[src/cc20bc_pkg.sv]
// ----------------------------------------------------------------------------
// ChaCha20 block cipher package
// Shared types, constants and round functions for the ChaCha block pipeline.
// ----------------------------------------------------------------------------
package cc20bc_pkg;

   localparam int CSR_INDEX_W = 3;
   localparam int CSR_DATA_W  = 64;

   typedef logic [31:0]            word_type;
   typedef word_type [15:0]        state_type;
   typedef logic [7:0][63:0]       block_type;

   typedef struct packed {
      word_type a;
      word_type b;
      word_type c;
      word_type d;
   } quad_type;

   typedef enum logic [CSR_INDEX_W-1:0] {
      CSR_KEY_0_7   = 3'd0,
      CSR_KEY_8_15  = 3'd1,
      CSR_KEY_16_23 = 3'd2,
      CSR_KEY_24_31 = 3'd3,
      CSR_LONG_KEY  = 3'd4,
      CSR_COUNTER   = 3'd5,
      CSR_NONCE     = 3'd6
   } csr_index_type;

   localparam word_type CONST_0  = 32'h6170_7865;
   localparam word_type CONST_3  = 32'h6b20_6574;
   localparam word_type SIGMA_1  = 32'h3320_646e;
   localparam word_type SIGMA_2  = 32'h7962_2d32;
   localparam word_type TAU_1    = 32'h3120_646e;
   localparam word_type TAU_2    = 32'h7962_2d36;

   // State word used by role k (a, b, c, d) of quarter q in a column or diagonal round.
   function automatic logic [3:0] qr_index(input logic diag, input logic [1:0] q,
                                           input logic [1:0] k);
      logic [1:0] lane;
      lane = q + (diag ? k : 2'd0);
      return {k, lane};
   endfunction

   // One half of a quarter round: the 16/12 rotations or the 8/7 rotations.
   function automatic quad_type half_quarter(input word_type a, input word_type b,
                                             input word_type c, input word_type d,
                                             input logic second);
      quad_type r;
      word_type dx;
      word_type bx;
      r.a = a + b;
      dx  = d ^ r.a;
      r.d = second ? {dx[23:0], dx[31:24]} : {dx[15:0], dx[31:16]};
      r.c = c + r.d;
      bx  = b ^ r.c;
      r.b = second ? {bx[24:0], bx[31:25]} : {bx[19:0], bx[31:20]};
      return r;
   endfunction

endpackage

[src/cc20bc_csr.sv]
// ----------------------------------------------------------------------------
// ChaCha20 configuration registers
// Holds key, key length, counter and nonce and forms the starting state.
// ----------------------------------------------------------------------------
module cc20bc_csr (
   input  logic                                clock,
   input  logic                                reset,
   input  logic                                csr_write_en,
   input  logic [cc20bc_pkg::CSR_INDEX_W-1:0]  csr_index,
   input  logic [cc20bc_pkg::CSR_DATA_W-1:0]   csr_data,
   output cc20bc_pkg::state_type               init_state
);
   import cc20bc_pkg::*;

   logic [63:0] key0_ff;
   logic [63:0] key1_ff;
   logic [63:0] key2_ff;
   logic [63:0] key3_ff;
   logic        long_key_ff;
   logic [63:0] counter_ff;
   logic [63:0] nonce_ff;

   always_ff @(posedge clock) begin
      if (reset) begin
         key0_ff     <= '0;
         key1_ff     <= '0;
         key2_ff     <= '0;
         key3_ff     <= '0;
         long_key_ff <= 1'b0;
         counter_ff  <= '0;
         nonce_ff    <= '0;
      end else if (csr_write_en) begin
         case (csr_index)
            CSR_KEY_0_7:   key0_ff     <= csr_data;
            CSR_KEY_8_15:  key1_ff     <= csr_data;
            CSR_KEY_16_23: key2_ff     <= csr_data;
            CSR_KEY_24_31: key3_ff     <= csr_data;
            CSR_LONG_KEY:  long_key_ff <= csr_data[0];
            CSR_COUNTER:   counter_ff  <= csr_data;
            CSR_NONCE:     nonce_ff    <= csr_data;
            default: begin
            end
         endcase
      end
   end

   always_comb begin
      init_state[0]  = CONST_0;
      init_state[1]  = long_key_ff ? SIGMA_1 : TAU_1;
      init_state[2]  = long_key_ff ? SIGMA_2 : TAU_2;
      init_state[3]  = CONST_3;
      init_state[4]  = key0_ff[31:0];
      init_state[5]  = key0_ff[63:32];
      init_state[6]  = key1_ff[31:0];
      init_state[7]  = key1_ff[63:32];
      init_state[8]  = long_key_ff ? key2_ff[31:0]  : key0_ff[31:0];
      init_state[9]  = long_key_ff ? key2_ff[63:32] : key0_ff[63:32];
      init_state[10] = long_key_ff ? key3_ff[31:0]  : key1_ff[31:0];
      init_state[11] = long_key_ff ? key3_ff[63:32] : key1_ff[63:32];
      init_state[12] = counter_ff[31:0];
      init_state[13] = counter_ff[63:32];
      init_state[14] = nonce_ff[31:0];
      init_state[15] = nonce_ff[63:32];
   end

endmodule

[config.mk]
export PLATFORM = sky130hd
export DESIGN_NAME = cc20bc_csr
export DESIGN_NICKNAME = d
export VERILOG_FILES = /design/src/cc20bc_pkg.sv /design/src/cc20bc_csr.sv
export SDC_FILE = /design/constraint.sdc
export NUM_CORES = 1
export LEC_CHECK = 0
export ABC_AREA = 1
export BUFFER_PORTS_ARGS = -buffer_cell sky130_fd_sc_hd__buf_2
export CAP_MARGIN = 5
export CORE_AREA = 2 2 229 231
export DETAILED_ROUTE_END_ITERATION = 12
export DIE_AREA = 0 0 231 233
export PLACE_DENSITY_LB_ADDON = 0.08
export SLEW_MARGIN = 25
export SYNTH_ARGS = -nofsm -noshare
export SYNTH_HDL_FRONTEND = slang
export SYNTH_SLANG_ARGS = --single-unit
[constraint.sdc]
create_clock -name clock -period 1.13 [get_ports clock]
set_input_delay 0.113 -clock clock [delete_from_list [all_inputs] [get_ports clock]]
set_output_delay 0.113 -clock clock [all_outputs]
set_load 0.03 [all_outputs]
# Word-level counts from Yosys, hierarchy flattened
# Index checks and enable logic that the tools add are counted.
# op_classes
n_addsub	0
mul	0
div	0
n_lt_le_gt_ge	0
n_eq_ne	6
shifts	0
muxes	6
bitwise_logic	0
n_reduce_logical	8
# op_table
cell	count
$mux 32	4
$mux 26	1
$reduce_and 2->1	7
$eq 3x3->1 const B	3
$eq 3x2->1 const B	2
$eq 3x1->1 const B	1
$logic_not 3->1	1
$mux 3	1
# word_totals
ff_bits	385
latch_bits	0
ram_bits	0
rom_bits	0
inputBits	70
elab_cells	27
memories	0

# Logic depth before layout (Yosys ltp)
# Gate-level depths: netlist (run 1).
# depth
depth_word	2
mapped_depth	7
mapped_depth_nobuf	5

# Worst setup path before layout (run 1)
# No wires, ideal clock.
# synth_timing
path_kind	register to output
startpoint	register long_key_ff
endpoint	output init_state[270] (netlist bit)
arrival_ns	1.214
slack_ns	-0.197
path_stages_with_launch	6
path_buffers	2
cell_sequence	dfxtp_1 -> inv_1 -> clkbuf_1 -> clkbuf_1 -> nand2_1 -> nand2_1
# synth_rtl
element	line	text
start, declared	cc20bc_csr.sv:19	logic long_key_ff;
start signal, assigned	cc20bc_csr.sv:38	CSR_LONG_KEY: long_key_ff <= csr_data[0];
end, declared	cc20bc_csr.sv:11	output cc20bc_pkg::state_type init_state

==> impl_metrics.py, run 1 <==
metrics = {
    "final_layout": {
        "final-instance-count-excl-fill": 3890,
        "post_route_cells_drive_above_1_share_pct": 32.0,
        "utilization_pct": 50.7,
        "layout-area-overhead-vs-synth_pct": 46.4,
        "layout.filler_cells": 5158,
        "final_nets": 3257,
    },
    "clock_tree": {
        "clk_transition_reported_paths_ns": 0.06,
        "cts_max_level": 2,
        "tritoncts_num_sinks": 385,
        "clockRootBuffer": "sky130_fd_sc_hd__clkbuf_16",
        "clock_insertion_delay_worst_skew_ns": 0.56,
        "cts_max_path_buffers": 3,
        "total_cts_buffers": 45,
        "cts_tree": "yes",
    },
    "detailed_routing": {
        "dr.max_layer_used": "met5",
        "wire_per_inst_um": 17.6,
        "drtAntennaViolNets": 0,
        "met3_wirelength_um": 4560,
        "post_drt_via_cell_ratio": 4.71,
        "detailed_routed_wire_length_on_met2_um": 32800,
        "detail_route.iter0.violations": 1186,
        "m1WireLength_um": 28900,
        "detailed_route_via_count": 18318,
        "route.final.wire_length_um": 68300,
        "first_pass_iters": 5,
        "detail_route.drc_violations": 0,
    },
    "sta": {
        "grt_setup_unrepaired": "true",
        "worst_hold_margin_ns": 0.0344,
        "layout_min_cycle_time_ns": 1.83,
        "setup-violations-final": 368,
        "achievable-frequency_mhz": 546,
        "fin_skew_ns": 0,
        "maxSlewViolCount": 0,
        "final.setup.worst_slack_ns": -0.702,
        "min_period_over_period_pct": 162,
        "final-hold-violation-count": 0,
    },
    "die": {
        "boundaryPins": 582,
        "chip_width_um": 231,
        "fp-row-count": 83,
        "core-area_um2": 51100,
        "initial_util_pct": 34.6,
        "fp.dieH_um": 233,
        "fp.dieArea_um2": 53800,
    },
    "setup_path": {
        "cp_slowest_stage_delay_ns": 0.42,
        "critical_path.cell_chain": "buf_12, buf_12, buf_6, nand2_1, nand2_2, clkbuf_4",
        "cpMostUsedCell": "sky130_fd_sc_hd__buf_12",
        "worst_ep_required_ns": 1.02,
        "critPathSlowestCell": "sky130_fd_sc_hd__dfxtp_4",
        "worst-r2r-cell-count": 3,
        "worst_setup_path_end_kind": "output port",
        "worst-setup-path-type": "flip-flop to output port",
        "path_max_fanout": 6,
        "worst_ep_arrival_time_ns": 1.72,
        "cp-start-kind": "flip-flop",
    },
    "synth": {
        "synth_fa_ha_area_share_pct": 0,
        "postSynth.asyncResetShare_pct": 0,
        "ys_seq_area_share_pct": 43.6,
        "ys_seq_elements": 385,
        "netlist.area_leader.share_pct": 43.6,
        "synth_top_family_by_area": "simple AND/OR/NAND/NOR gates",
        "yosys_most_used_dff": "sky130_fd_sc_hd__dfxtp_1",
        "synth_compound_area_share_pct": 0.0283,
        "ys_top_cells_by_count": "sky130_fd_sc_hd__nand2_1, sky130_fd_sc_hd__nor2_1, sky130_fd_sc_hd__dfxtp_1, sky130_fd_sc_hd__nand3_1, sky130_fd_sc_hd__buf_4",
        "post_synth_mux_area_share_pct": 0,
        "yosysWarnings": 0,
        "yosys.area_share.xor_xnor_pct": 0,
        "synth_area_um2": 17700,
        "ys_types": 15,
        "ys_top_cells_by_area": "sky130_fd_sc_hd__dfxtp_1, sky130_fd_sc_hd__nand2_1, sky130_fd_sc_hd__nor2_1",
        "synthesis.area_per_instance_um2": 6.52,
        "syn_inst_count": 2715,
        "synth_edf_count": 0,
        "yosys_top_cell_by_area": "sky130_fd_sc_hd__dfxtp_1",
        "synth_simple_gate_area_share_pct": 44.1,
    },
    "global_route": {
        "maximum_number_of_pins_on_one_net_before_global_route_repair": 56,
        "grt_antenna_before_repair": 4,
        "grt_pass1_vias": 16728,
        "track_usage_pct": 22.9,
        "grt_pass1_wl_um": 96800,
        "grt_residual_overflow": 0,
    },
    "hold_path": {
        "worstHoldPathType": "input pin to flip-flop",
        "hold-path-cell-count": 5,
    },
    "power_and_ir_drop": {
        "cellInternalPower_w": 0.0243,
        "total_power_w": 0.0343,
        "pwr-share-seq_pct": 42.2,
        "p_clk_share_pct": 40.2,
        "comb_power_share_pct": 17.7,
        "power.density_nw_per_um2": 1320,
        "total_leakage_power_nw": 12.0,
        "p_sw_share_pct": 29.1,
        "ir_worst_vdd_mv": 1.01,
        "power.net_switching_w": 0.00996,
    },
    "outcome": {
        "status": "complete, but fails checks",
        "violated_checks": "negative setup slack",
    },
    "placement": {
        "dp.cells": 3751,
        "buffer_ports.inserted": 455,
        "dp_hpwl_um": 44100,
        "routability_cong": 0.819,
    },
    "flow_run": {
        "maxCapViolations": 0,
    },
}
-- worst paths after layout --
kind	to	slack, ns	from
worst max-delay path	init_state[357]	-0.70	long_key_ff$_SDFFE_PP0P_
worst min-delay path	key1_ff[33]$_SDFFE_PP0P_	0.03	csr_data[33]
worst max register to register	long_key_ff$_SDFFE_PP0P_	0.24	long_key_ff$_SDFFE_PP0P_
worst min register to register	key3_ff[25]$_SDFFE_PP0P_	0.48	key3_ff[25]$_SDFFE_PP0P_
-- placed cells by master, fill, tap and decap left out, types with 8 or more instances in the layout --
cell type and instances:
sky130_fd_sc_hd__buf_12 56, sky130_fd_sc_hd__buf_2 87, sky130_fd_sc_hd__buf_4 81, sky130_fd_sc_hd__buf_6 310, sky130_fd_sc_hd__clkbuf_1 9, sky130_fd_sc_hd__clkbuf_16 54
sky130_fd_sc_hd__clkbuf_4 18, sky130_fd_sc_hd__clkbuf_8 8, sky130_fd_sc_hd__conb_1 126, sky130_fd_sc_hd__dfxtp_1 128, sky130_fd_sc_hd__dfxtp_2 222, sky130_fd_sc_hd__dfxtp_4 35
sky130_fd_sc_hd__dlygate4sd3_1 52, sky130_fd_sc_hd__inv_1 68, sky130_fd_sc_hd__nand2_1 642, sky130_fd_sc_hd__nand2_2 129, sky130_fd_sc_hd__nand3_1 385, sky130_fd_sc_hd__nor2_1 769
sky130_fd_sc_hd__nor2_4 10
-- cell type report --
| cell class | instances | area [µm²] | share of cell area [%] |
|---|---|---|---|
| clock buffer | 65 | 1350 | 5.19 |
| clock inverter | 3 | 18.8 | 0.0724 |
| multi-input combinational | 2066 | 8670 | 33.4 |
| inverter | 72 | 293 | 1.13 |
| sequential | 385 | 8120 | 31.3 |
| tap | 680 | 851 | 3.28 |
| antenna | 2 | 5.00 | 0.0193 |
| timing repair buffer | 617 | 6620 | 25.5 |
-- sequential cells by signal, summed over array words and instances (netlist names) --
register     flops
counter_ff      64
key0_ff         64
key1_ff         64
key2_ff         64
key3_ff         64
nonce_ff        64
long_key_ff      1
-- kinds of logic (layout without fill, tap and decap cells) --
| logic type | Yosys count | in the layout |
|---|---|---|
| other cells | 2 | 128 |
| flops | 385 | 385 |
| simple gates | 1939 | 1939 |
| compound gates | 1 | 1 |
| buf+inv | 388 | 757 |
-- routing by layer --
layer  vias up  global-route usage [%]
li1       9038                       -
met1      8533                    29.8
met2       618                    38.0
met3       125                    4.62
met4         4                    7.38
met5         -                       0
-- worst max-delay path: cells and delay by family (launching register included) --
| family | cells | cell delay, ns |
|---|---|---|
| buffers and inverters | 4 | 0.58 |
| DFF | 1 | 0.42 |
| and+or+nand+nor | 2 | 0.15 |
-- timing repair --
action	4_1_cts	5_1_grt
cloned	0	11
setup endpoints to repair	386	386
hold endpoints to repair	263	0
resized for setup	99	1189
setup buffers	0	6
pin swaps	6	2
hold buffers	52	0
-- power groups by stage --
stage | registers [W] | clock network [W] | logic (W)
floorplan | 0.0152 | 0 | 0.00330
global placement | 0.0147 | 0 | 0.00523
detailed placement | 0.0147 | 0 | 0.00526
CTS | 0.0144 | 0.0141 | 0.00550
global route | 0.0145 | 0.0147 | 0.00651
finish | 0.0145 | 0.0138 | 0.00605
-- through the flow --
stage               setup slack (ns)  setup TNS [ns]  instance area, µm²
floorplan                     0.0117               0               18500
global placement              -0.148          -33.81               21100
detailed placement            -0.136          -40.71               21100
CTS                           -0.739         -126.60               23300
global route                  -0.787         -110.02               25900
finish                        -0.702          -88.46               25900
(Power assumes the default switching activity.)
==> run 2, diff against run 1 <==
--- a/config.mk
+++ b/config.mk
@@ -12,6 +12,7 @@
 export DETAILED_ROUTE_END_ITERATION = 12
 export DIE_AREA = 0 0 231 233
 export PLACE_DENSITY_LB_ADDON = 0.08
+export SETUP_SLACK_MARGIN = 0.3
 export SLEW_MARGIN = 25
 export SYNTH_ARGS = -nofsm -noshare
 export SYNTH_HDL_FRONTEND = slang
==> constraint.sdc (replaced) <==
create_clock -name clock -period 1.9 [get_ports clock]
set_input_delay 0.19 -clock clock [delete_from_list [all_inputs] [get_ports clock]]
set_output_delay 0.19 -clock clock [all_outputs]
set_load 0.03 [all_outputs]
==> impl_metrics.py, run 2 (synthesis results as in run 1) <==
metrics = {
    "final_layout": {
        "final_cell_mix": "sky130_fd_sc_hd__nor2_1, sky130_fd_sc_hd__nand2_1, sky130_fd_sc_hd__nand3_1",
        "final_nets": 3171,
        "post_route_cells_drive_above_1_share_pct": 22.0,
        "most_common_cell_after_layout_fill_and_taps_aside": "sky130_fd_sc_hd__nor2_1",
        "antenna_cells_inserted": 0,
        "layout-area-overhead-vs-synth_pct": 31.3,
        "utilization_pct": 45.5,
        "final-instance-count-excl-fill": 3814,
    },
    "placement": {
        "dp.cells": 3700,
        "place_worst_setup_slack_ns": 0.405,
        "dp_hpwl_um": 42100,
        "routability_cong": 0.794,
        "buffer_ports.inserted": 455,
    },
    "detailed_routing": {
        "detail_route.iter0.violations": 1317,
        "detailed_route_via_count": 17966,
        "drtAntennaViolNets": 0,
        "post_drt_via_cell_ratio": 4.71,
        "route.final.wire_length_um": 70700,
        "first_pass_iters": 5,
        "wire_per_inst_um": 18.5,
        "detail_route.drc_violations": 0,
    },
    "power_and_ir_drop": {
        "comb_power_share_pct": 15.6,
        "total_leakage_power_nw": 11.6,
        "power.density_nw_per_um2": 896,
        "ir_worst_vdd_mv": 0.531,
        "cellInternalPower_w": 0.0147,
        "pwr-share-seq_pct": 41.1,
        "power.net_switching_w": 0.00613,
        "p_sw_share_pct": 29.4,
        "p_clk_share_pct": 43.3,
        "total_power_w": 0.0208,
    },
    "global_route": {
        "global_route.usage.met1_pct": 29.9,
        "maximum_number_of_pins_on_one_net_before_global_route_repair": 89,
        "grt_pass1_vias": 16008,
        "track_usage_pct": 23.1,
        "global_route.peak_usage_layer": "met2",
        "met3_track_demand_over_resource_pct": 5.16,
        "gr-usage-met2_pct": 38.4,
        "grt_residual_overflow": 0,
        "grt_pass1_wl_um": 97100,
        "grt_antenna_before_repair": 5,
    },
    "die": {
        "boundaryPins": 582,
        "initial_util_pct": 34.6,
        "fp.dieArea_um2": 53800,
        "core-area_um2": 51100,
        "chip_width_um": 231,
        "fp-row-count": 83,
        "fp.dieH_um": 233,
    },
    "sta": {
        "slew_headroom_pct": 65.8,
        "grt_setup_unrepaired": "true",
        "final-hold-violation-count": 0,
        "fin_skew_ns": 0,
        "maxSlewViolCount": 0,
        "tns_ns": -0.0476,
        "min_period_over_period_pct": 101,
        "timing_worst_slew_pin_value_ns": 0.513,
        "layout_min_cycle_time_ns": 1.91,
        "setup-violations-final": 7,
        "final.setup.worst_slack_ns": -0.0148,
        "achievable-frequency_mhz": 522,
    },
    "setup_path": {
        "path_max_fanout": 8,
        "critPathSlowestCell": "sky130_fd_sc_hd__dfxtp_4",
        "worst_setup_path_end_kind": "output port",
        "crit_family": "buffers and inverters",
        "worst-setup-path-type": "flip-flop to output port",
        "buf_inv_stages_crit_path": 4,
        "critical_path.cell_chain": "buf_12, inv_16, clkbuf_16, nand2_1, nand2_1, buf_6",
        "cpMostUsedCell": "sky130_fd_sc_hd__nand2_1",
        "cp-start-kind": "flip-flop",
        "worst_ep_arrival_time_ns": 1.72,
        "cp_slowest_stage_delay_ns": 0.38,
        "worst_ep_required_ns": 1.71,
    },
    "clock_tree": {
        "clk_transition_reported_paths_ns": 0.06,
        "cts_tree": "yes",
        "clock_insertion_delay_worst_skew_ns": 0.56,
        "cts_max_path_buffers": 3,
        "tritoncts_num_sinks": 385,
        "total_cts_buffers": 45,
        "cts_max_level": 2,
        "clockRootBuffer": "sky130_fd_sc_hd__clkbuf_16",
    },
    "flow_run": {
        "maxCapViolations": 0,
    },
    "outcome": {
        "status": "complete, but fails checks",
        "violated_checks": "negative setup slack",
    },
    "hold_path": {
        "worstHoldPathType": "input pin to flip-flop",
    },
}
## run 2: per-stage QoR
stage	cell area (µm²)	hold slack [ns]
finish	23200	0.0405
detailed placement	20100	0.465
global placement	20100	0.461
CTS	21700	0.00680
floorplan	18200	0.455
global route	23200	0.0463
## run 2: worst paths after layout
path                                           startpoint                           to  slack (ns)  cells past startpoint
worst max-delay path             long_key_ff$_SDFFE_PP0P_              init_state[264]       -0.01                      6
worst min-delay path                         csr_data[15]  counter_ff[15]$_SDFFE_PP0P_        0.04                      5
worst max register to register   long_key_ff$_SDFFE_PP0P_     long_key_ff$_SDFFE_PP0P_        0.71                      5
worst min register to register  nonce_ff[24]$_SDFFE_PP0P_    nonce_ff[24]$_SDFFE_PP0P_        0.47                      2
## run 2: per-layer routing
layer,up-vias,routed length (µm)
met5,-,52
met4,8,1610
met3,96,5280
met2,622,34000
met1,8371,29800
li1,8869,-
## run 2: worst reg2reg max path, delay by kind of cell (launching register included)
family                 cells  cell delay, ns
flip-flops                 1            0.38
buffers and inverters      3            0.50
AND/OR/NAND/NOR            1            0.19
AO/OA/AOI/OAI              1            0.03
## run 2: what timing repair did
item,4_1_cts,5_1_grt
pin swaps,0,16
setup endpoints to repair,130,130
gates cloned,0,26
endpoints found under the hold margin,7,0
gates resized for setup,2,383
buffers inserted,0,6
hold buffers,2,0
## run 2: cell type report
cell class / instances / area, µm²
Multi-Input combinational cell: 2066 / 8590
Sequential cell: 385 / 7710
Timing Repair inverter: 2 / 36.3
Timing Repair Buffer: 529 / 4230
Fill cell: 5460 / 27900
Inverter: 72 / 297
Clock buffer: 65 / 1380
Clock inverter: 15 / 154
Tap cell: 680 / 851
## run 2: power by group through the flow
stage	clock network [W]	logic (W)	registers, W
2_1_floorplan	0	0.00193	0.00905
3_3_place_gp	0	0.00296	0.00872
3_5_place_dp	0	0.00297	0.00873
4_1_cts	0.00919	0.00298	0.00855
5_1_grt	0.00949	0.00351	0.00859
6_report	0.00901	0.00325	0.00856
==> run 3, diff against run 2 <==
--- a/config.mk
+++ b/config.mk
@@ -6,12 +6,14 @@
 export NUM_CORES = 1
 export LEC_CHECK = 0
 export ABC_AREA = 1
+export ABC_CLOCK_PERIOD_IN_PS = 1900
 export BUFFER_PORTS_ARGS = -buffer_cell sky130_fd_sc_hd__buf_2
 export CAP_MARGIN = 5
 export CORE_AREA = 2 2 229 231
 export DETAILED_ROUTE_END_ITERATION = 12
 export DIE_AREA = 0 0 231 233
 export PLACE_DENSITY_LB_ADDON = 0.08
+export RECOVER_POWER = 25
 export SETUP_SLACK_MARGIN = 0.3
 export SLEW_MARGIN = 25
 export SYNTH_ARGS = -nofsm -noshare
==> impl_metrics.py, run 3 (synthesis results as in run 1) <==
metrics = {
    "global_route": {
        "grt_antenna_before_repair": 5,
        "grt_residual_overflow": 0,
        "maximum_number_of_pins_on_one_net_before_global_route_repair": 89,
        "track_usage_pct": 23.1,
        "grt_pass1_wl_um": 97100,
        "grt_pass1_vias": 16008,
    },
    "clock_tree": {
        "cts_max_level": 2,
        "total_cts_buffers": 45,
        "cts_tree": "yes",
        "clk_transition_reported_paths_ns": 0.06,
        "clockRootBuffer": "sky130_fd_sc_hd__clkbuf_16",
        "tritoncts_num_sinks": 385,
        "cts_max_path_buffers": 3,
        "clock_insertion_delay_worst_skew_ns": 0.56,
    },
    "power_and_ir_drop": {
        "pwr-share-seq_pct": 41.2,
        "p_clk_share_pct": 43.3,
        "ir_worst_vdd_mv": 0.532,
        "p_sw_share_pct": 29.5,
        "comb_power_share_pct": 15.6,
        "power.density_nw_per_um2": 898,
        "power.net_switching_w": 0.00613,
        "cellInternalPower_w": 0.0147,
        "total_leakage_power_nw": 11.6,
    },
    "die": {
        "fp-row-count": 83,
        "fp.dieArea_um2": 53800,
        "initial_util_pct": 34.6,
        "core-area_um2": 51100,
        "chip_width_um": 231,
        "boundaryPins": 582,
        "fp.dieH_um": 233,
    },
    "sta": {
        "setup-violations-final": 7,
        "slew_headroom_pct": 3.88,
        "grt_setup_unrepaired": "true",
        "achievable-frequency_mhz": 523,
        "min_period_over_period_pct": 101,
        "layout_min_cycle_time_ns": 1.91,
        "timing_worst_slew_pin_value_ns": 1.44,
        "final-hold-violation-count": 0,
        "fin_skew_ns": 0,
        "tns_ns": -0.0494,
        "maxSlewViolCount": 0,
        "final.setup.worst_slack_ns": -0.0137,
    },
    "setup_path": {
        "path_max_fanout": 8,
        "worst_ep_arrival_time_ns": 1.72,
        "worst-setup-path-type": "flip-flop to output port",
        "worst_ep_required_ns": 1.71,
        "cp-start-kind": "flip-flop",
        "setup.reg_to_reg.worst_slack_ns": 0.70,
        "worst_setup_path_end_kind": "output port",
    },
    "detailed_routing": {
        "detailed_route_via_count": 18002,
        "wire_per_inst_um": 18.6,
        "post_drt_via_cell_ratio": 4.72,
        "route.final.wire_length_um": 70900,
        "drtAntennaViolNets": 0,
        "detail_route.drc_violations": 0,
        "first_pass_iters": 5,
        "detail_route.iter0.violations": 1307,
    },
    "final_layout": {
        "area_occupied_by_multi_input_gates_um2": 8570,
        "layout-area-overhead-vs-synth_pct": 30.9,
        "layout.filler_cells": 5468,
        "post_route_cells_drive_above_1_share_pct": 21.9,
        "final_cell_mix": "sky130_fd_sc_hd__nor2_1, sky130_fd_sc_hd__nand2_1, sky130_fd_sc_hd__nand3_1",
        "most_common_cell_after_layout_fill_and_taps_aside": "sky130_fd_sc_hd__nor2_1",
        "final_nets": 3171,
        "antenna_cells_inserted": 0,
        "ff_latch_area_um2": 7710,
    },
    "placement": {
        "place_worst_setup_slack_ns": 0.405,
        "routability_cong": 0.794,
        "dp_hpwl_um": 42100,
        "buffer_ports.inserted": 455,
    },
    "hold_path": {
        "worstHoldPathType": "input pin to flip-flop",
    },
    "outcome": {
        "violated_checks": "negative setup slack",
        "status": "complete, but fails checks",
    },
    "flow_run": {
        "maxCapViolations": 0,
    },
}
-- run 3: changes by cell type in the layout (fill, tap and decap cells not counted), moves of 2 or more --
cell | before | now
sky130_fd_sc_hd__clkbuf_1 | 6 | 9
sky130_fd_sc_hd__buf_12 | 37 | 33
sky130_fd_sc_hd__nor2_1 | 769 | 771
sky130_fd_sc_hd__clkbuf_2 | 0 | 2
sky130_fd_sc_hd__nor2_4 | 10 | 8
-- run 3: worst paths after layout --
path                             start                     endpoint  cells after the start
max           long_key_ff$_SDFFE_PP0P_              init_state[264]                      6
min reg2reg  nonce_ff[24]$_SDFFE_PP0P_    nonce_ff[24]$_SDFFE_PP0P_                      2
min                       csr_data[15]  counter_ff[15]$_SDFFE_PP0P_                      5
max reg2reg   long_key_ff$_SDFFE_PP0P_     long_key_ff$_SDFFE_PP0P_                      5
-- run 3: power groups by stage --
stage / sequential [W] / combinational (W) / clock, W
after floorplan: 0.00905 / 0.00193 / 0
after global placement: 0.00872 / 0.00296 / 0
after detailed placement: 0.00873 / 0.00297 / 0
after CTS: 0.00855 / 0.00298 / 0.00919
after global routing: 0.00859 / 0.00350 / 0.00949
final: 0.00856 / 0.00324 / 0.00901
-- run 3: critical path, stage by stage (launching register included) --
cell	delay, ns
sky130_fd_sc_hd__dfxtp_4	0.38
sky130_fd_sc_hd__buf_12	0.20
sky130_fd_sc_hd__inv_16	0.07
sky130_fd_sc_hd__clkbuf_16	0.19
sky130_fd_sc_hd__nand2_1	0.07
sky130_fd_sc_hd__nand2_1	0.07
sky130_fd_sc_hd__buf_6	0.14
-- run 3: layout make-up --
class,instances,area share [%]
Sequential cell,385,33.3
Multi-Input combinational cell,2066,37.0
Tap cell,680,3.67
Clock inverter,15,0.664
Timing Repair Buffer,529,18.0
Clock buffer,65,5.94
Inverter,72,1.28
Timing Repair inverter,2,0.157
-- run 3: through the flow --
stage,instances,cell area [µm²],hold slack [ns],util [%],total power [W]
3_3_place_gp,3700,20100,0.461,39.4,0.0117
4_1_cts,3782,21700,0.00680,42.5,0.0207
6_report,3814,23200,0.0365,45.3,0.0208
2_1_floorplan,2839,18200,0.455,-,0.0110
3_5_place_dp,3700,20100,0.465,39.4,0.0117
5_1_grt,3814,23200,0.0463,45.3,0.0216
-- run 3: what timing repair did --
item / 4_1_cts / 5_1_grt
hold buffers: 2 / 0
resized for setup: 2 / 383
gates cloned: 0 / 26
endpoints found under the setup margin: 130 / 130
pin swaps: 0 / 16
hold endpoints to repair: 7 / 0
setup buffers: 0 / 6
-- run 3: layer usage --
layer / vias up / track usage [%] / wire, µm
met4: 8 / 6.73 / 1690
met1: 8399 / 29.9 / 29900
li1: 8869 / - / -
met3: 107 / 5.16 / 5200
met2: 619 / 38.4 / 34000
met5: - / 0 / 52
